`src/hw/rtl/b64e_pkg.sv`:
```
// ----------------------------------------------------------------------------
// b64e_pkg - shared types and constants of the base64 stream encoder
// Group descriptor passed from front to back, alphabet lookup, pad code.
// ----------------------------------------------------------------------------
package b64e_pkg;

	localparam int QUEUE_DEPTH = 2;

	localparam logic [6:0] PAD_CHAR = 7'h3D;	// '='

	// one group of up to three bytes, waiting to be turned into four characters
	typedef struct packed {
		logic [23:0] word;		// first byte in the top bits
		logic [1:0]  pad_count;	// trailing '=' characters (0..2)
		logic        last;		// group closes the message
	} group_t;

	// standard alphabet: A-Z, a-z, 0-9, '+', '/'
	function automatic logic [6:0] b64_char(input logic [5:0] sym);
		logic [6:0] ch;
		case (sym) inside
			[6'd0:6'd25]:  ch = 7'h41 + {1'b0, sym};
			[6'd26:6'd51]: ch = 7'h61 + {1'b0, sym} - 7'd26;
			[6'd52:6'd61]: ch = 7'h30 + {1'b0, sym} - 7'd52;
			6'd62:         ch = 7'h2B;
			default:       ch = 7'h2F;
		endcase
		return ch;
	endfunction

endpackage

```
`src/hw/rtl/b64e_if.sv`:
```
// ----------------------------------------------------------------------------
// b64e_if - stream interfaces of the base64 stream encoder
// Byte stream in, character stream out, both valid/ready.
// ----------------------------------------------------------------------------
interface b64e_byte_if;
	logic       valid;
	logic       ready;
	logic [7:0] data_byte;
	logic       end_of_message;

	modport source (output valid, output data_byte, output end_of_message, input ready);
	modport sink (input valid, input data_byte, input end_of_message, output ready);
endinterface

interface b64e_char_if;
	logic       valid;
	logic       ready;
	logic [6:0] out_char;
	logic       last_char;

	modport source (output valid, output out_char, output last_char, input ready);
	modport sink (input valid, input out_char, input last_char, output ready);
endinterface

```
`src/hw/rtl/b64e_front.sv`:
```
// ----------------------------------------------------------------------------
// b64e_front - byte collector
// Gathers bytes into groups of three, closes short groups at end of message.
// ----------------------------------------------------------------------------
module b64e_front (
	input  logic             clk,
	input  logic             arst_n,
	b64e_byte_if.sink        byte_in,
	output logic             push,
	output b64e_pkg::group_t push_data,
	input  logic             push_ready
);
	import b64e_pkg::*;

	logic [15:0] pend_q;	// older byte in the high half
	logic [1:0]  cnt_q;
	logic        take;

	assign byte_in.ready = push_ready;
	assign take          = byte_in.valid & push_ready;
	// a count of three never arises; bit 1 alone marks a full pair
	assign push          = take & (cnt_q[1] | byte_in.end_of_message);

	always_comb begin
		push_data.last = byte_in.end_of_message;
		if (cnt_q[1]) begin
			push_data.word      = {pend_q, byte_in.data_byte};
			push_data.pad_count = 2'd0;
		end else if (cnt_q[0]) begin
			push_data.word      = {pend_q[7:0], byte_in.data_byte, 8'h00};
			push_data.pad_count = 2'd1;
		end else begin
			push_data.word      = {byte_in.data_byte, 16'h0000};
			push_data.pad_count = 2'd2;
		end
	end

	always_ff @(posedge clk or negedge arst_n) begin
		if (!arst_n) begin
			pend_q <= 16'h0000;
			cnt_q  <= 2'd0;
		end else if (take) begin
			if (push) begin
				pend_q <= 16'h0000;
				cnt_q  <= 2'd0;
			end else begin
				pend_q <= {pend_q[7:0], byte_in.data_byte};
				cnt_q  <= cnt_q + 2'd1;
			end
		end
	end

endmodule

```
`src/hw/rtl/b64e_fifo.sv`:
```
// ----------------------------------------------------------------------------
// b64e_fifo - group queue
// Small register queue between collector and character sequencer.
// ----------------------------------------------------------------------------
module b64e_fifo #(
	parameter int DEPTH = b64e_pkg::QUEUE_DEPTH
) (
	input  logic             clk,
	input  logic             arst_n,
	input  logic             push,
	input  b64e_pkg::group_t push_data,
	output logic             push_ready,
	input  logic             pop,
	output b64e_pkg::group_t pop_data,
	output logic             pop_valid
);
	import b64e_pkg::*;

	localparam int PTR_W = (DEPTH > 1) ? $clog2(DEPTH) : 1;
	localparam int CNT_W = $clog2(DEPTH + 1);
	localparam logic [PTR_W-1:0] PTR_LAST = PTR_W'(DEPTH - 1);
	localparam logic [CNT_W-1:0] CNT_FULL = CNT_W'(DEPTH);

	group_t           mem_q [DEPTH];
	logic [PTR_W-1:0] wr_ptr_q;
	logic [PTR_W-1:0] rd_ptr_q;
	logic [CNT_W-1:0] cnt_q;

	assign push_ready = (cnt_q != CNT_FULL);
	assign pop_valid  = (cnt_q != '0);
	assign pop_data   = mem_q[rd_ptr_q];

	always_ff @(posedge clk) begin
		if (push) begin
			mem_q[wr_ptr_q] <= push_data;
		end
	end

	always_ff @(posedge clk or negedge arst_n) begin
		if (!arst_n) begin
			wr_ptr_q <= '0;
			rd_ptr_q <= '0;
			cnt_q    <= '0;
		end else begin
			if (push) begin
				wr_ptr_q <= (wr_ptr_q == PTR_LAST) ? '0 : wr_ptr_q + PTR_W'(1);
			end
			if (pop) begin
				rd_ptr_q <= (rd_ptr_q == PTR_LAST) ? '0 : rd_ptr_q + PTR_W'(1);
			end
			if (push && !pop) begin
				cnt_q <= cnt_q + CNT_W'(1);
			end else if (pop && !push) begin
				cnt_q <= cnt_q - CNT_W'(1);
			end
		end
	end

	a_no_overfill: assert property (@(posedge clk) disable iff (!arst_n)
		push |-> push_ready) else $error("group pushed into full queue");
	a_no_underrun: assert property (@(posedge clk) disable iff (!arst_n)
		pop |-> pop_valid) else $error("group popped from empty queue");
	a_cnt_bound: assert property (@(posedge clk) disable iff (!arst_n)
		cnt_q <= CNT_FULL) else $error("queue count beyond depth");

endmodule

```
`src/hw/rtl/b64e_back.sv`:
```
// ----------------------------------------------------------------------------
// b64e_back - character sequencer
// Steps through a group's four characters into a registered output.
// ----------------------------------------------------------------------------
module b64e_back (
	input  logic             clk,
	input  logic             arst_n,
	input  b64e_pkg::group_t pop_data,
	input  logic             pop_valid,
	output logic             pop,
	b64e_char_if.source      char_out
);
	import b64e_pkg::*;

	group_t     cur_q;
	logic       cur_valid_q;
	logic [1:0] idx_q;

	logic       out_valid_q;
	logic [6:0] out_char_q;
	logic       out_last_q;
	logic [1:0] out_pos_q;

	logic       adv;
	logic [5:0] sym;
	logic       is_pad;

	assign adv = cur_valid_q & (~out_valid_q | char_out.ready);
	assign pop = pop_valid & (~cur_valid_q | (adv & (idx_q == 2'd3)));

	always_comb begin
		case (idx_q)
			2'd0:    sym = cur_q.word[23:18];
			2'd1:    sym = cur_q.word[17:12];
			2'd2:    sym = cur_q.word[11:6];
			default: sym = cur_q.word[5:0];
		endcase
	end

	// pads take the tail positions of the group
	assign is_pad = ({1'b0, idx_q} + {1'b0, cur_q.pad_count}) > 3'd3;

	always_ff @(posedge clk or negedge arst_n) begin
		if (!arst_n) begin
			cur_valid_q <= 1'b0;
			idx_q       <= 2'd0;
		end else if (pop) begin
			cur_valid_q <= 1'b1;
			idx_q       <= 2'd0;
		end else if (adv) begin
			idx_q <= idx_q + 2'd1;
			if (idx_q == 2'd3) begin
				cur_valid_q <= 1'b0;
			end
		end
	end

	always_ff @(posedge clk) begin
		if (pop) begin
			cur_q <= pop_data;
		end
		if (adv) begin
			out_char_q <= is_pad ? PAD_CHAR : b64_char(sym);
			out_last_q <= cur_q.last & (idx_q == 2'd3);
			out_pos_q  <= idx_q;
		end
	end

	always_ff @(posedge clk or negedge arst_n) begin
		if (!arst_n) begin
			out_valid_q <= 1'b0;
		end else if (adv) begin
			out_valid_q <= 1'b1;
		end else if (char_out.ready) begin
			out_valid_q <= 1'b0;
		end
	end

	assign char_out.valid     = out_valid_q;
	assign char_out.out_char  = out_char_q;
	assign char_out.last_char = out_last_q;

	a_last_on_fourth: assert property (@(posedge clk) disable iff (!arst_n)
		(out_valid_q && out_last_q) |-> (out_pos_q == 2'd3))
		else $error("last flag away from fourth character");
	a_head_not_pad: assert property (@(posedge clk) disable iff (!arst_n)
		(out_valid_q && !out_pos_q[1]) |-> (out_char_q != PAD_CHAR))
		else $error("pad in first half of group");
	a_group_held: assert property (@(posedge clk) disable iff (!arst_n)
		(adv && idx_q != 2'd3) |=> cur_valid_q)
		else $error("group dropped before fourth character");

endmodule

```
`src/hw/rtl/base64_stream_encoder.sv`:
```
// ----------------------------------------------------------------------------
// base64_stream_encoder - streaming base64 encoder, standard alphabet
// Bytes in, ASCII characters out, '=' padding on short final groups.
// ----------------------------------------------------------------------------
// A byte is taken in every cycle while the group queue has room; the output
// side delivers one character per cycle while the receiver is ready, so a
// steady stream runs at four characters per three bytes, its pace set by
// the single character port. A full group goes out as four characters, a
// message that ends on one or two spare bytes goes out as two or three
// characters plus '=' pads, with last_char high on the fourth character.
// A group's first character goes through queue, group and output registers.
// No output for a group until it is complete or closed by end_of_message.
module base64_stream_encoder #(
	parameter int QUEUE_DEPTH = b64e_pkg::QUEUE_DEPTH
) (
	input  logic        clk,
	input  logic        arst_n,
	b64e_byte_if.sink   byte_in,
	b64e_char_if.source char_out
);
	import b64e_pkg::*;

	// front -> queue
	logic   push;
	logic   push_ready;
	group_t push_data;

	// queue -> back
	logic   pop;
	logic   pop_valid;
	group_t pop_data;

	// collects bytes, closes groups
	b64e_front u_front (
		.clk        (clk),
		.arst_n     (arst_n),
		.byte_in    (byte_in),
		.push       (push),
		.push_data  (push_data),
		.push_ready (push_ready)
	);

	// decouples byte intake from character output
	b64e_fifo #(
		.DEPTH (QUEUE_DEPTH)
	) u_fifo (
		.clk        (clk),
		.arst_n     (arst_n),
		.push       (push),
		.push_data  (push_data),
		.push_ready (push_ready),
		.pop        (pop),
		.pop_data   (pop_data),
		.pop_valid  (pop_valid)
	);

	// four characters per group, registered output
	b64e_back u_back (
		.clk       (clk),
		.arst_n    (arst_n),
		.pop_data  (pop_data),
		.pop_valid (pop_valid),
		.pop       (pop),
		.char_out  (char_out)
	);

endmodule

```
`src/flat_wrapper.sv`:
```
// flat-port wrapper written by rule: the top's interface ports become plain ports
module base64_stream_encoder_flat import b64e_pkg::*;
#(
	parameter int QUEUE_DEPTH = b64e_pkg::QUEUE_DEPTH
)
  (clk, arst_n, byte_in_valid, byte_in_data_byte, byte_in_end_of_message, byte_in_ready, char_out_valid, char_out_out_char, char_out_last_char, char_out_ready);
  b64e_byte_if byte_in_i ();
  b64e_char_if char_out_i ();
  input  logic clk;
  input  logic arst_n;
  input wire logic [$bits(byte_in_i.valid)-1:0] byte_in_valid;
  input wire logic [$bits(byte_in_i.data_byte)-1:0] byte_in_data_byte;
  input wire logic [$bits(byte_in_i.end_of_message)-1:0] byte_in_end_of_message;
  output wire logic [$bits(byte_in_i.ready)-1:0] byte_in_ready;
  output wire logic [$bits(char_out_i.valid)-1:0] char_out_valid;
  output wire logic [$bits(char_out_i.out_char)-1:0] char_out_out_char;
  output wire logic [$bits(char_out_i.last_char)-1:0] char_out_last_char;
  input wire logic [$bits(char_out_i.ready)-1:0] char_out_ready;
  assign byte_in_i.valid = byte_in_valid;
  assign byte_in_i.data_byte = byte_in_data_byte;
  assign byte_in_i.end_of_message = byte_in_end_of_message;
  assign byte_in_ready = byte_in_i.ready;
  assign char_out_valid = char_out_i.valid;
  assign char_out_out_char = char_out_i.out_char;
  assign char_out_last_char = char_out_i.last_char;
  assign char_out_i.ready = char_out_ready;
  base64_stream_encoder #(.QUEUE_DEPTH(QUEUE_DEPTH)) u_core (.clk(clk), .arst_n(arst_n), .byte_in(byte_in_i), .char_out(char_out_i));
endmodule
```
`config.mk`:
```
export PLATFORM = sky130hd
export DESIGN_NAME = base64_stream_encoder_flat
export DESIGN_NICKNAME = d
export VERILOG_FILES = /design/src/hw/rtl/b64e_pkg.sv /design/src/hw/rtl/b64e_if.sv /design/src/hw/rtl/b64e_front.sv /design/src/hw/rtl/b64e_fifo.sv /design/src/hw/rtl/b64e_back.sv /design/src/hw/rtl/base64_stream_encoder.sv /design/src/flat_wrapper.sv
export SDC_FILE = /design/constraint.sdc
export NUM_CORES = 1
export LEC_CHECK = 0
export BUFFER_PORTS_ARGS = -buffer_cell sky130_fd_sc_hd__buf_2
export CAP_MARGIN = 0
export CORE_ASPECT_RATIO = 0.9
export CORE_MARGIN = 5
export CORE_UTILIZATION = 45
export DETAILED_ROUTE_END_ITERATION = 10
export GPL_ROUTABILITY_DRIVEN = 1
export MAX_ROUTING_LAYER = met4
export PLACE_DENSITY = 0.63
export SLEW_MARGIN = 20
export SYNTH_ARGS = -nofsm -noshare
export SYNTH_HDL_FRONTEND = slang
export SYNTH_SLANG_ARGS = --single-unit
```
`constraint.sdc`:
```
create_clock -name clk -period 4.1 [get_ports clk]
set_input_delay 0.205 -clock clk [delete_from_list [all_inputs] [get_ports clk]]
set_output_delay 0.205 -clock clk [all_outputs]
set_load 0.05 [all_outputs]
```
== Word level (Yosys, flattened, before mapping) ==
Memories as Yosys holds them, arrays and structs flattened. A register that Yosys moved wholly into a read port is not among the register bits.
Cells that the tools add are included.
Cells by class
  reduce and logical (&&, ||, !) cells: 14
  multiplexer cells: 22
  multipliers: 0
  add/sub/neg operators: 12
  div/mod/pow operators: 0
  magnitude comparators: 7
  bitwise operators: 11
  eq/ne operators: 5
  shift-type cells: 0
Operator list (number)
  26-bit 2-to-1 mux: 2
  7-bit 2-to-1 mux: 3
  6-bit case mux with 3 select lines: 1
  16-bit 2-to-1 mux: 1
  7-bit by 6-bit adder with 7-bit output (first input constant): 2
  6-bit less-or-equal comparator (second input constant): 2
  2-bit 2-to-1 mux: 5
  2-bit nonzero test: 5
  1-bit 2-to-1 mux: 9
  6-bit by 6-bit adder with 7-bit output (first input constant): 1
  7-bit by 5-bit subtractor with 7-bit output (second input constant): 1
  7-bit by 6-bit subtractor with 7-bit output (second input constant): 1
  2-bit by 1-bit adder with 2-bit output (second input constant): 3
  1-bit AND: 6
  6-bit == test (second input constant): 1
  6-bit by 1-bit greater-or-equal comparator with 1-bit output (second input constant): 1
  6-bit by 5-bit greater-or-equal comparator with 1-bit output (second input constant): 1
  6-bit greater-or-equal comparator (second input constant): 1
  6-bit by 5-bit less-or-equal comparator with 1-bit output (second input constant): 1
  1-bit logical AND: 5
  2-bit == test (second input constant): 2
  2-bit by 2-bit adder with 3-bit output: 1
  3-bit by 2-bit greater-than comparator with 1-bit output (second input constant): 1
  3-bit 2-to-1 mux: 1
  other kinds (9): 14
Word-level totals
  memory bits (writable): 54
  input port bits: 13
  bits in registers: 34
  latch bits: 0
  word-level logic and storage cells: 82
  memories: 1
  memory bits (read-only): 0
Memories
  u_core.u_fifo.mem_q: words 2, bits a word 27, read ports 1, clocked after Yosys merged registers in 1, write ports 1, line b64e_fifo.sv:24  | group_t mem_q [DEPTH];

== Logic depth before layout (Yosys ltp) ==
Gate-level depths: netlist (run 1).
  word-level depth: 9
  depth in mapped cells: 11

== Hierarchy ==
Synthesis (run 1) repeated with hierarchy kept, for this count alone.
Second synthesis, totals
  cell total of the unflattened synthesis: 369
  area, all modules: 5342.6 um2
By module, submodules not included
  b64e_fifo: seq. area each 1721.7 um2, cells each 100, area each 2237.1 um2, instances 1
  b64e_back: seq. area each 1151.1 um2, cells each 157, area each 2024.4 um2, instances 1
  b64e_front: seq. area each 450.4 um2, cells each 112, area each 1081.0 um2, instances 1

== Worst setup path before layout (run 1) ==
No wires, ideal clock.
  kind: flip-flop to flip-flop
  from: reg u_core.u_fifo.cnt_q[0]
  to: mem u_core.u_fifo.mem_q[0][0] (netlist name) (enable)
  arrival time: 3.183 ns
  stages on the path, launching flop included: 5
  path slack: 0.472 ns
  clock period less this slack: 3.628 ns
  required time: 3.655 ns
  cells stage by stage: dfrtp_1 -> nand2b_1 -> nand2_1 -> clkbuf_1 -> nor3_1
On the way
  cells in the longest elaborated chain, start to end: 5
RTL lines
  start: declaration: line b64e_fifo.sv:27  | logic [CNT_W-1:0] cnt_q;
  start signal: assignment: line b64e_fifo.sv:52  | cnt_q <= cnt_q + CNT_W'(1);
  start signal: assignment: line b64e_fifo.sv:54  | cnt_q <= cnt_q - CNT_W'(1);
  2-bit != test: line b64e_fifo.sv:29  | assign push_ready = (cnt_q != CNT_FULL);
  net byte_in_ready: line flat_wrapper.sv:14  | output wire logic [$bits(byte_in_i.ready)-1:0] byte_in_ready;
  1-bit AND: line b64e_front.sv:20  | assign take = byte_in.valid & push_ready;
  1-bit AND: line b64e_front.sv:22  | assign push = take & (cnt_q[1] | byte_in.end_of_message);
  1-bit 2-to-1 mux: line b64e_fifo.sv:34  | if (push) begin
  1-bit 2-to-1 mux (not written as such): line b64e_fifo.sv:35  | mem_q[wr_ptr_q] <= push_data;
  end: declaration: line b64e_fifo.sv:24
The timed path passes the listed nets, and every way through them passes these cells.

== Worst setup path in the final report (run 1) ==
  from: reg u_core.u_back.idx_q[0]
  to: reg u_core.u_back.out_char_q[1], in the netlist u_core.u_back.char_out.out_char[1], data pin
On the way
  cells in the longest elaborated chain, start to end: 7
  elaborated cells on any way between the ends: 23
  those cells by class: add/sub (6); order compare (7); eq/ne (2); mux (4); reduce/logical (4)
RTL lines
  start: declaration: line b64e_back.sv:17  | logic [1:0] idx_q;
  start signal: assignment: line b64e_back.sv:51  | idx_q <= idx_q + 2'd1;
  2-bit == test, or another cell as far along: line b64e_back.sv:32  | case (idx_q)
  6-bit case mux with 3 select lines: line b64e_back.sv:32
  6-bit by 6-bit adder with 7-bit output, or another cell as far along: line b64e_pkg.sv:24  | [6'd52:6'd61]: ch = 7'h30 + {1'b0, sym} - 7'd52;
  7-bit by 6-bit subtractor with 7-bit output / 1-bit logical AND (equally long branches): line b64e_pkg.sv:24, b64e_back.sv:63
  7-bit 2-to-1 mux (3 in a row): line b64e_pkg.sv:21  | case (sym) inside
  end signal: assignment: line b64e_back.sv:63  | out_char_q <= is_pad ? PAD_CHAR : b64_char(sym);
  end: declaration: line b64e_back.sv:20  | logic [6:0] out_char_q;
Parallel ways exist; a longest one is shown, timed or not.
A chain may end at the register's enable or synchronous reset.

==> impl_metrics.csv, run 1 <==
group,metric,value,unit
floorplan,die_y,110.5,um
critical_path,reg2reg_depth,11,
timing,fmax,0.3291,GHz
global_routing,first_global_vias,2907,
route,ant_nets,0,
cts,cts_buffer_depth,2,
final_layout,multi_input_area,1630,um2
route,drt_first_pass_iters,4,
logic_synthesis,synthTopCellsByCount,"edfxtp_1 (89), mux2_2 (30), a22o_1 (26), dfrtp_1 (26), nand2_1 (20)",
logic_synthesis,synthesis.nets,374,
logic_synthesis,netlist_area,5052,um2
timing,worstMarginPinSlew,1.094,ns
timing,final.min_clock_period,3.038,ns
floorplan,rows,36,
critical_path,critPathArrivalTime,3.19,ns
final_layout,fillers,901,
final_layout,seqCellArea,3323,um2
power_and_ir_drop,leakage,0.002271,uW
floorplan,ios,23,
logic_synthesis,syn_inst,347,
global_routing,grt_pass1_wl,14910,um
cts,numCtsBuffers,17,
worst_hold_path,min_to,"u_core.u_fifo.mem_q[0][0]$_DFFE_PP_",
timing,setup_violations,0,
route,viasPerCell,5.212,
global_routing,grt_max_degree,39,
final_layout,final_nets,409,
power_and_ir_drop,ir_worst_vdd,333.8,uV
global_routing,grt_antenna_before_repair,0,
global_routing,track_usage,14.87,%
final_layout,fin_area,5986,um2
worst_hold_path,whs_path_depth,1,
critical_path,r2r-end,"u_core.u_back.char_out.out_char[1]$_SDFFCE_PN0P_",
final_layout,drive_above_1_share,26.08,%
cts,cts_setup_buffers,0,
logic_synthesis,yosysUniqueCellTypes,48,
route,drtIter0Drc,287,
final_layout,syn2layout_area_growth,18.47,%
timing,max_slew_margin,24.96,%
timing,hold_violations,0,
floorplan,die_area,13450,um2
logic_synthesis,yosysSeqAreaShare,65.78,%
placed_design,placed_area,5348,um2
worst_hold_path,min_path_type,"in -> reg",
logic_synthesis,synth_most_common_cell,"edfxtp_1",
critical_path,cp-start-kind,"register",
route,routedWlPerCell,16.23,um
cts,cts.clk_slew.worst_paths,0.05,ns
logic_synthesis,yosysTopAreaCell,"edfxtp_1",
floorplan,fp.dieW,121.7,um
logic_synthesis,yosys-top-cells-area,"edfxtp_1 (53%), dfrtp_1 (13%), mux2_2 (6.7%)",
placed_design,hpwl,5919,um
final_layout,diodes,0,
timing,timing.final.ws_setup,1.062,ns
cts,h-tree-depth,4,
timing,slew_viol_final,0,
logic_synthesis,async_reset_ff_share,22.61,%
critical_path,path_class,"reg -> reg",
route,drc_errors,0,
placed_design,place_ws,1.115,ns
logic_synthesis,yosys_warnings,0,
floorplan,core_area,10900,um2
cts,cts.sink_count,115,
cts,clk-insertion-delay-late,0.41,ns
timing,fin_tns_setup,0,ns
placed_design,gp_congestion,0.8461,
run,cap_violations,0,
power_and_ir_drop,power_density,876.6,nW/um2
placed_design,io_buffer_count,22,
logic_synthesis,yosysTopAreaCellShare,52.90,%
critical_path,r2r_setup_slack,1.06,ns
timing,rsz0062_at_grt,"false",
route,vias,2851,
critical_path,cp-end-kind,"register",
floorplan,initial_core_util,46.35,%
global_routing,grt_remaining_overflow,0,
timing,fin_crit_sh,74.11,%
cts,cts_tree,"built",
logic_synthesis,synth_flop_cell,"edfxtp_1",
outcome,status,"completed",
logic_synthesis,synth-edff-count,89,
worst_hold_path,min_from,"byte_in_end_of_message",
route,drt-total-wl,8878,um
critical_path,cp.required,4.26,ns
critical_path,cp_max_fo,6,
critical_path,r2r-start,"u_core.u_back.idx_q[0]$_DFFE_PN0P_",
timing,finClkSkew,0.01365,ns
cts,root_buffer,"clkbuf_16",
logic_synthesis,ys_seq_elements,115,
logic_synthesis,syn_avg_cell_area,14.56,um2
-- flip-flops by register name, indices dropped and copies added, names as in the netlist --
name	cells
u_core.u_back.char_out.last_char	1
u_core.u_back.char_out.out_char	7
u_core.u_back.char_out.valid	1
u_core.u_back.cur_q	27
u_core.u_back.cur_valid_q	1
u_core.u_back.idx_q	2
u_core.u_fifo.cnt_q	2
u_core.u_fifo.mem_q	54
u_core.u_fifo.rd_ptr_q	1
u_core.u_fifo.wr_ptr_q	1
u_core.u_front.cnt_q	2
u_core.u_front.pend_q	16
-- stage by stage --
step / std cells / total power, uW / util [%] / hold slack [ns]
finish: 547 / 5247 / 54.91 / 0.05072
floorplan: 347 / 3321 / - / -0.09059
global route: 547 / 5558 / 54.91 / 0.04353
global placement: 514 / 3679 / 49.06 / 0.2564
detailed placement: 514 / 3714 / 49.06 / 0.2664
CTS: 547 / 5281 / 54.91 / 0.02943
-- cells in the final DEF, fill, tap and decap left out, types with 3 or more instances in the layout --
master,Yosys,routed
and2_1,10,10
xor2_1,4,4
nand2b_1,5,5
bufinv_16,0,4
o21ai_0,15,15
ha_1,14,14
clkinv_2,0,3
clkbuf_16,0,17
o21ai_1,3,3
a31oi_1,3,3
a21oi_1,9,8
inv_1,11,11
xnor2_1,4,4
inv_6,0,4
a22o_1,26,26
dfrtp_1,26,26
mux2_2,30,30
nor3_1,5,4
mux2i_1,10,10
buf_4,0,6
edfxtp_1,89,89
buf_2,2,22
nor2_1,14,14
nand3_1,3,3
nand2_1,20,20
a222oi_1,3,3
-- layout make-up --
class | count | area share, %
inverter | 13 | 0.8152
timing repair buffer | 29 | 2.759
clock inverter | 15 | 3.386
multi-input combinational | 206 | 27.24
tap | 152 | 3.177
clock buffer | 17 | 7.107
sequential | 115 | 55.52
-- metal layers --
layer	share of wire, %	GRT usage (%)
met2	45	20.52
met5	0	-
met4	1.7	6.199
met1	49	20.05
met3	3.7	5.112
-- worst max-delay path, stage by stage (launching register included) --
cell and delay [ns]:
dfrtp_1 0.44, inv_1 0.12, ha_1 0.28, a222oi_1 0.32, mux2_2 0.27, inv_1 0.13
ha_1 0.21, nor2_1 0.30, nor2_1 0.09, o21ai_1 0.35, and3_1 0.23, nor3_2 0.05
-- cell families (layout without fill, tap and decap cells) --
kind of cell	Yosys count	count (layout)	synth area share (%)
fa+ha+maj	15	15	3.690
buf+inv	26	74	2.130
compound gates	77	77	11.54
mux	41	41	8.965
simple gates	65	65	6.513
xor+xnor	8	8	1.387
flops	115	115	65.77
-- power by group --
group          leakage (uW)  internal [uW]  switching, uW
Combinational      0.000811            727           1130
Sequential          0.00116           1700            150
Clock              0.000304           1020            519
Total               0.00227           3450           1800
-- repair_timing --
action                    4_1_cts  5_1_grt
resized for setup               0        0
hold endpoints to repair       26        0
hold buffers                    1        0
-- how the worst max path moves through the flow --
stage | start | to | slack [ns] | depth (start not counted)
finish | u_core.u_back.idx_q[0]$_DFFE_PN0P_ | u_core.u_back.char_out.out_char[1]$_SDFFCE_PN0P_ | 1.06 | 11
global route | u_core.u_back.idx_q[0]$_DFFE_PN0P_ | u_core.u_back.char_out.out_char[0]$_SDFFCE_PN1P_ | 0.82 | 11
CTS | u_core.u_back.idx_q[0]$_DFFE_PN0P_ | u_core.u_back.char_out.out_char[1]$_SDFFCE_PN0P_ | 1.08 | 11
detailed placement | u_core.u_back.idx_q[0]$_DFFE_PN0P_ | u_core.u_back.char_out.out_char[1]$_SDFFCE_PN0P_ | 1.11 | 11
global placement | u_core.u_back.idx_q[0]$_DFFE_PN0P_ | u_core.u_back.char_out.out_char[1]$_SDFFCE_PN0P_ | 1.24 | 11
floorplan | u_core.u_fifo.cnt_q[0]$_DFFE_PN0P_ | u_core.u_fifo.mem_q[0][0]$_DFFE_PP_ | 0.47 | 4
Note: power is estimated with default switching activity, not from simulation.
==> run 2, diff against run 1 <==
--- a/config.mk
+++ b/config.mk
@@ -13,7 +13,7 @@
 export DETAILED_ROUTE_END_ITERATION = 10
 export GPL_ROUTABILITY_DRIVEN = 1
 export MAX_ROUTING_LAYER = met4
-export PLACE_DENSITY = 0.63
+export PLACE_DENSITY = 0.66
 export SLEW_MARGIN = 20
 export SYNTH_ARGS = -nofsm -noshare
 export SYNTH_HDL_FRONTEND = slang
==> constraint.sdc (replaced) <==
create_clock -name clk -period 2.7 [get_ports clk]
set_input_delay 0.135 -clock clk [delete_from_list [all_inputs] [get_ports clk]]
set_output_delay 0.135 -clock clk [all_outputs]
set_load 0.05 [all_outputs]
==> impl_metrics.csv, run 2 (synthesized netlist as in run 1, its figures left out) <==
group,metric,value,unit
outcome,status,"completed",
final_layout,largest-register,"u_core.u_fifo.mem_q",
global_routing,use_met3,4.499,%
placed_design,gp_congestion,0.8216,
global_routing,track_usage,15.03,%
timing,hold_ws,0.02171,ns
route,vias,2963,
route,viasPerCell,5.207,
route,drc_errors,0,
power_and_ir_drop,p_sw_share,34.51,%
final_layout,final_nets,431,
final_layout,syn2layout_area_growth,24.12,%
global_routing,grt_max_degree,38,
critical_path,path_class,"reg -> reg",
timing,worstMarginPinSlew,0.6477,ns
final_layout,diodes,0,
global_routing,gr-usage-met1,19.19,%
cts,h-tree-depth,4,
timing,fin_crit_sh,96.06,%
critical_path,cp.required,2.82,ns
global_routing,use_met2,22.36,%
power_and_ir_drop,power_density,1347,nW/um2
final_layout,reg_top3,"u_core.u_fifo.mem_q x54, u_core.u_back.cur_q x27, u_core.u_front.pend_q x16",
timing,final.min_clock_period,2.594,ns
critical_path,cp_max_fo,6,
cts,root_buffer,"clkbuf_16",
cts,cts.sink_count,115,
critical_path,worstPathCellList,"inv_2 -> ha_4 -> a222oi_1 -> mux2_4 -> inv_2 -> ha_2 -> nand2b_4 -> a31oi_4 -> o22a_2 -> a21oi_1 -> o21ai_1",
critical_path,slowest_stage,"a222oi_1",
route,ant_nets,0,
power_and_ir_drop,leakage,0.002376,uW
global_routing,grt_busiest_layer,"met2",
critical_path,slowest_delay,0.40,ns
power_and_ir_drop,internal_power,5530,uW
final_layout,multi_input_area,1745,um2
global_routing,grt_antenna_before_repair,0,
floorplan,fp.dieW,121.7,um
route,drt_first_pass_iters,4,
timing,slew_viol_final,0,
route,drtIter0Drc,183,
power_and_ir_drop,p_sw,2914,uW
global_routing,grt_remaining_overflow,0,
floorplan,core_area,10900,um2
critical_path,cp-start-kind,"register",
global_routing,grt_pass1_wl,15180,um
timing,max_slew_margin,56.53,%
cts,cts_buffer_depth,2,
critical_path,cpMostUsedCell,"inv_2",
final_layout,drive_above_1_share,31.18,%
floorplan,die_y,110.5,um
floorplan,rows,36,
critical_path,cp-end-kind,"register",
final_layout,mostFrequentLayoutCell,"edfxtp_1",
cts,cts_tree,"built",
global_routing,first_global_vias,2993,
floorplan,ios,23,
power_and_ir_drop,total_power,8444,uW
timing,setup_violations,0,
power_and_ir_drop,clockPowerShare,27.4,%
timing,hold_violations,0,
placed_design,io_buffer_count,22,
final_layout,layout_common_cells,"edfxtp_1 (89), mux2_2 (29), a22o_1 (26), dfrtp_1 (26), buf_2 (22)",
power_and_ir_drop,seq_power_share,33.2,%
critical_path,critPathArrivalTime,2.71,ns
critical_path,cp_top_family,"compound AO/OA/AOI/OAI gates",
route,routedWlPerCell,16.11,um
cts,clk-insertion-delay-late,0.40,ns
worst_hold_path,min_path_type,"in -> reg",
final_layout,fillers,863,
cts,numCtsBuffers,17,
placed_design,hpwl,6070,um
critical_path,cp_num_buf_inv,2,
floorplan,die_area,13450,um2
power_and_ir_drop,combPwrFrac,39.4,%
final_layout,largest_reg_flops,54,
timing,fmax,0.3856,GHz
run,cap_violations,0,
floorplan,initial_core_util,46.35,%
route,drt-total-wl,9169,um
final_layout,seqCellArea,3323,um2
timing,finClkSkew,0.007993,ns
cts,cts.clk_slew.worst_paths,0.05,ns
power_and_ir_drop,ir_worst_vdd,736.5,uV
run 2: changes by cell type in the layout (fill, tap and decap cells not counted), sizes merged:
cell,delta
clkinvlp,-1
clkinv,+1
inv,-1
clkbuf,+1
dlygate4sd3,+8
buf,+14
run 2: final timing paths:
check / start / endpoint / slack [ns] / cells after the start
worst max register to register: u_core.u_back.idx_q[0]$_DFFE_PN0P_ / u_core.u_back.char_out.out_char[0]$_SDFFCE_PN1P_ / 0.11 / 11
worst max-delay path: u_core.u_back.idx_q[0]$_DFFE_PN0P_ / u_core.u_back.char_out.out_char[0]$_SDFFCE_PN1P_ / 0.11 / 11
worst min register to register: u_core.u_fifo.cnt_q[1]$_DFFE_PN0P_ / u_core.u_fifo.cnt_q[1]$_DFFE_PN0P_ / 0.49 / 1
max in group asynchronous: arst_n / u_core.u_back.idx_q[1]$_DFFE_PN0P_ / 2.03 / 2
worst min-delay path: byte_in_data_byte[5] / u_core.u_front.pend_q[5]$_DFFE_PN0P_ / 0.02 / 2
min in group asynchronous: arst_n / u_core.u_front.pend_q[12]$_DFFE_PN0P_ / 0.26 / 2
run 2: per-layer routing:
layer | part of all wire [%] | up-vias
met2 | 47 | 77
met1 | 46 | 1424
met3 | 5.1 | 22
met5 | 0 | -
li1 | - | 1440
met4 | 2.4 | 0
run 2: worst reg2reg max path: cells and delay by family (launching register included):
| kind | cells | cell delay, ns |
|---|---|---|
| adder cells (fa/ha/maj) | 2 | 0.42 |
| multiplexers | 1 | 0.25 |
| AND/OR/NAND/NOR | 1 | 0.09 |
| AO/OA/AOI/OAI | 5 | 1.00 |
| flip-flops | 1 | 0.38 |
| buffers and inverters | 2 | 0.18 |
run 2: power by group through the flow:
stage          sequential, uW  clock [uW]  combinational [uW]
2_1_floorplan            2970           0                2080
3_3_place_gp             2830           0                2940
3_5_place_dp             2840           0                2970
4_1_cts                  2810        2350                3090
5_1_grt                  2860        2450                3610
6_report                 2810        2310                3330
run 2: stage by stage:
stage               cells  setup slack, ns  area, um2  setup TNS, ns  util (%)
floorplan             347          0.07249       5067              0         -
global placement      524          0.01261       5429              0     49.80
detailed placement    524          -0.1254       5429        -0.4561     49.80
CTS                   568          0.01024       6175              0     56.65
global route          569         -0.03418       6271       -0.04987     57.53
finish                569           0.1064       6271              0     57.53
run 2: repair_timing:
| item | in CTS | in global routing |
|---|---|---|
| setup endpoints to repair | 7 | 7 |
| buffers inserted | 3 | 1 |
| gates cloned | 0 | 0 |
| endpoints found under the hold margin | 35 | 0 |
| hold buffers | 9 | 0 |
| pin swaps | 1 | 4 |
| resized for setup | 5 | 21 |
run 2: cell type report:
class                   count  share of cell area, %
multi-input cells         206                  27.83
clock buffers              18                  6.844
flip-flops and latches    115                  52.99
inverters                  13                 0.7781
well taps                 152                  3.033
repair buffers             51                  5.587
clock inverters            14                  2.933
==> run 3, diff against run 2 <==
--- a/config.mk
+++ b/config.mk
@@ -12,6 +12,7 @@
 export CORE_UTILIZATION = 45
 export DETAILED_ROUTE_END_ITERATION = 10
 export GPL_ROUTABILITY_DRIVEN = 1
+export GPL_TIMING_DRIVEN = 0
 export MAX_ROUTING_LAYER = met4
 export PLACE_DENSITY = 0.66
 export SLEW_MARGIN = 20
==> impl_metrics.csv, run 3 (synthesized netlist as in run 1, its figures left out) <==
group,metric,value,unit
global_routing,grt_max_degree,28,
timing,fin_crit_sh,99.21,%
timing,max_slew_margin,48.00,%
power_and_ir_drop,power_density,1354,nW/um2
cts,cts_buffer_depth,2,
route,vias,3023,
timing,hold_ws,0.009939,ns
floorplan,core_area,10900,um2
route,drtIter0Drc,335,
floorplan,rows,36,
critical_path,r2r-start,"u_core.u_back.idx_q[0]$_DFFE_PN0P_",
power_and_ir_drop,leakage,0.002355,uW
critical_path,cp_max_fo,6,
global_routing,use_met3,4.703,%
final_layout,mostFrequentLayoutCell,"edfxtp_1",
final_layout,largest-register,"u_core.u_fifo.mem_q",
timing,final.min_clock_period,2.679,ns
final_layout,reg_top3,"u_core.u_fifo.mem_q x54, u_core.u_back.cur_q x27, u_core.u_front.pend_q x16",
critical_path,worstPathCellList,"inv_4 -> ha_4 -> a222oi_1 -> mux2_4 -> clkinvlp_4 -> ha_4 -> nand2b_4 -> o21ai_0 -> a21oi_1 -> o21ai_0 -> a31oi_1",
route,ant_nets,0,
critical_path,startpoint,"u_core.u_back.idx_q[0]$_DFFE_PN0P_",
critical_path,path_class,"reg -> reg",
final_layout,fillers,843,
cts,root_buffer,"clkbuf_16",
timing,fmax,0.3733,GHz
final_layout,final_nets,435,
floorplan,initial_core_util,46.35,%
final_layout,layout_common_cells,"edfxtp_1 (89), mux2_2 (29), a22o_1 (26)",
cts,numCtsBuffers,17,
critical_path,cp_num_buf_inv,2,
route,drc_errors,0,
timing,rsz0062_at_grt,"true",
final_layout,seqCellArea,3326,um2
floorplan,ios,23,
final_layout,final_cells,573,
critical_path,slowest_delay,0.44,ns
cts,cts_tree,"built",
final_layout,fin_util,57.85,%
critical_path,cp_top_family,"compound AO/OA/AOI/OAI gates",
placed_design,hpwl,6397,um
critical_path,cp.required,2.82,ns
timing,hold_violations,0,
global_routing,first_global_vias,3129,
timing,setup_violations,0,
final_layout,drive_above_1_share,31.35,%
worst_hold_path,min_path_type,"in -> reg",
critical_path,critPathArrivalTime,2.80,ns
timing,worstMarginPinSlew,0.7740,ns
global_routing,grt_pass1_wl,15760,um
final_layout,largest_reg_flops,54,
route,viasPerCell,5.276,
global_routing,grt_busiest_layer,"met2",
cts,clk-insertion-delay-late,0.41,ns
floorplan,fp.dieW,121.7,um
placed_design,place_inst,524,
route,routedWlPerCell,17.15,um
critical_path,slowest_stage,"dfrtp_2",
run,cap_violations,0,
placed_design,io_buffer_count,22,
timing,slew_viol_final,0,
power_and_ir_drop,ir_worst_vdd,742.3,uV
floorplan,die_area,13450,um2
timing,finClkSkew,0.01323,ns
route,drt-total-wl,9829,um
final_layout,diodes,0,
global_routing,track_usage,15.68,%
worst_hold_path,min_from,"byte_in_data_byte[5]",
global_routing,grt_antenna_before_repair,0,
global_routing,gr-usage-met1,19.54,%
cts,cts.sink_count,115,
placed_design,gp_congestion,0.8686,
global_routing,use_met2,24.68,%
final_layout,multi_input_area,1762,um2
critical_path,cp-start-kind,"register",
cts,h-tree-depth,4,
floorplan,die_y,110.5,um
critical_path,cp-end-kind,"register",
final_layout,syn2layout_area_growth,24.81,%
cts,cts.clk_slew.worst_paths,0.05,ns
route,drt_first_pass_iters,5,
outcome,status,"completed",
global_routing,grt_remaining_overflow,0,
[run 3: cell types whose count changed in the layout (fill, tap and decap cells not counted), moves of 3 or more]
cell / previous run / this run
clkinv_1: 3 / 0
clkbuf_1: 1 / 11
o21ai_0: 12 / 15
buf_4: 20 / 10
o21ai_1: 5 / 2
[run 3: path summary, 6_finish.rpt]
check | endpoint | slack [ns] | depth (start not counted)
max in group asynchronous | u_core.u_back.idx_q[0]$_DFFE_PN0P_ | 1.99 | 2
max | u_core.u_back.char_out.out_char[2]$_SDFFCE_PN1P_ | 0.02 | 11
max reg2reg | u_core.u_back.char_out.out_char[2]$_SDFFCE_PN1P_ | 0.02 | 11
min in group asynchronous | u_core.u_front.pend_q[6]$_DFFE_PN0P_ | 0.27 | 2
min | u_core.u_front.pend_q[5]$_DFFE_PN0P_ | 0.01 | 2
min reg2reg | u_core.u_fifo.cnt_q[1]$_DFFE_PN0P_ | 0.49 | 1
[run 3: stage by stage]
stage / setup TNS, ns / setup WS (ns) / instance area (um2) / total power [uW]
global route: -0.2723 / -0.07069 / 6306 / 8993
CTS: 0 / 0.01348 / 6197 / 8246
global placement: -1.861 / -0.3713 / 5368 / 5655
floorplan: 0 / 0.07249 / 5067 / 5051
finish: 0 / 0.02134 / 6306 / 8540
detailed placement: -1.560 / -0.3303 / 5430 / 5756
[run 3: area by class of cell]
class                           instances  share of cell area, %
Sequential cell                       115                  52.74
Inverter                               13                 0.8730
Buffer                                 13                 0.9325
Timing Repair Buffer                   42                  4.901
Multi-Input combinational cell        206                  27.94
Clock inverter                         14                  2.798
Clock buffer                           18                  6.806
Tap cell                              152                  3.016
[run 3: report_power, final]
group	internal, uW	switching [uW]	leakage (uW)
logic	1440	2030	0.000910
clock network	1460	807	0.000292
registers	2580	217	0.00115
total	5490	3050	0.00235
[run 3: per-layer routing]
metal	up-vias	share of wire [%]
met1	1498	46
met2	61	50
li1	1452	-
met5	-	0
met3	12	3.0
met4	0	1.1
[run 3: repair_timing]
action,in CTS,in global routing
pin swaps,3,7
gates cloned,0,0
setup endpoints to repair,7,7
gates resized for setup,13,15
hold buffers,7,0
endpoints found under the hold margin,33,0
buffers inserted,5,5
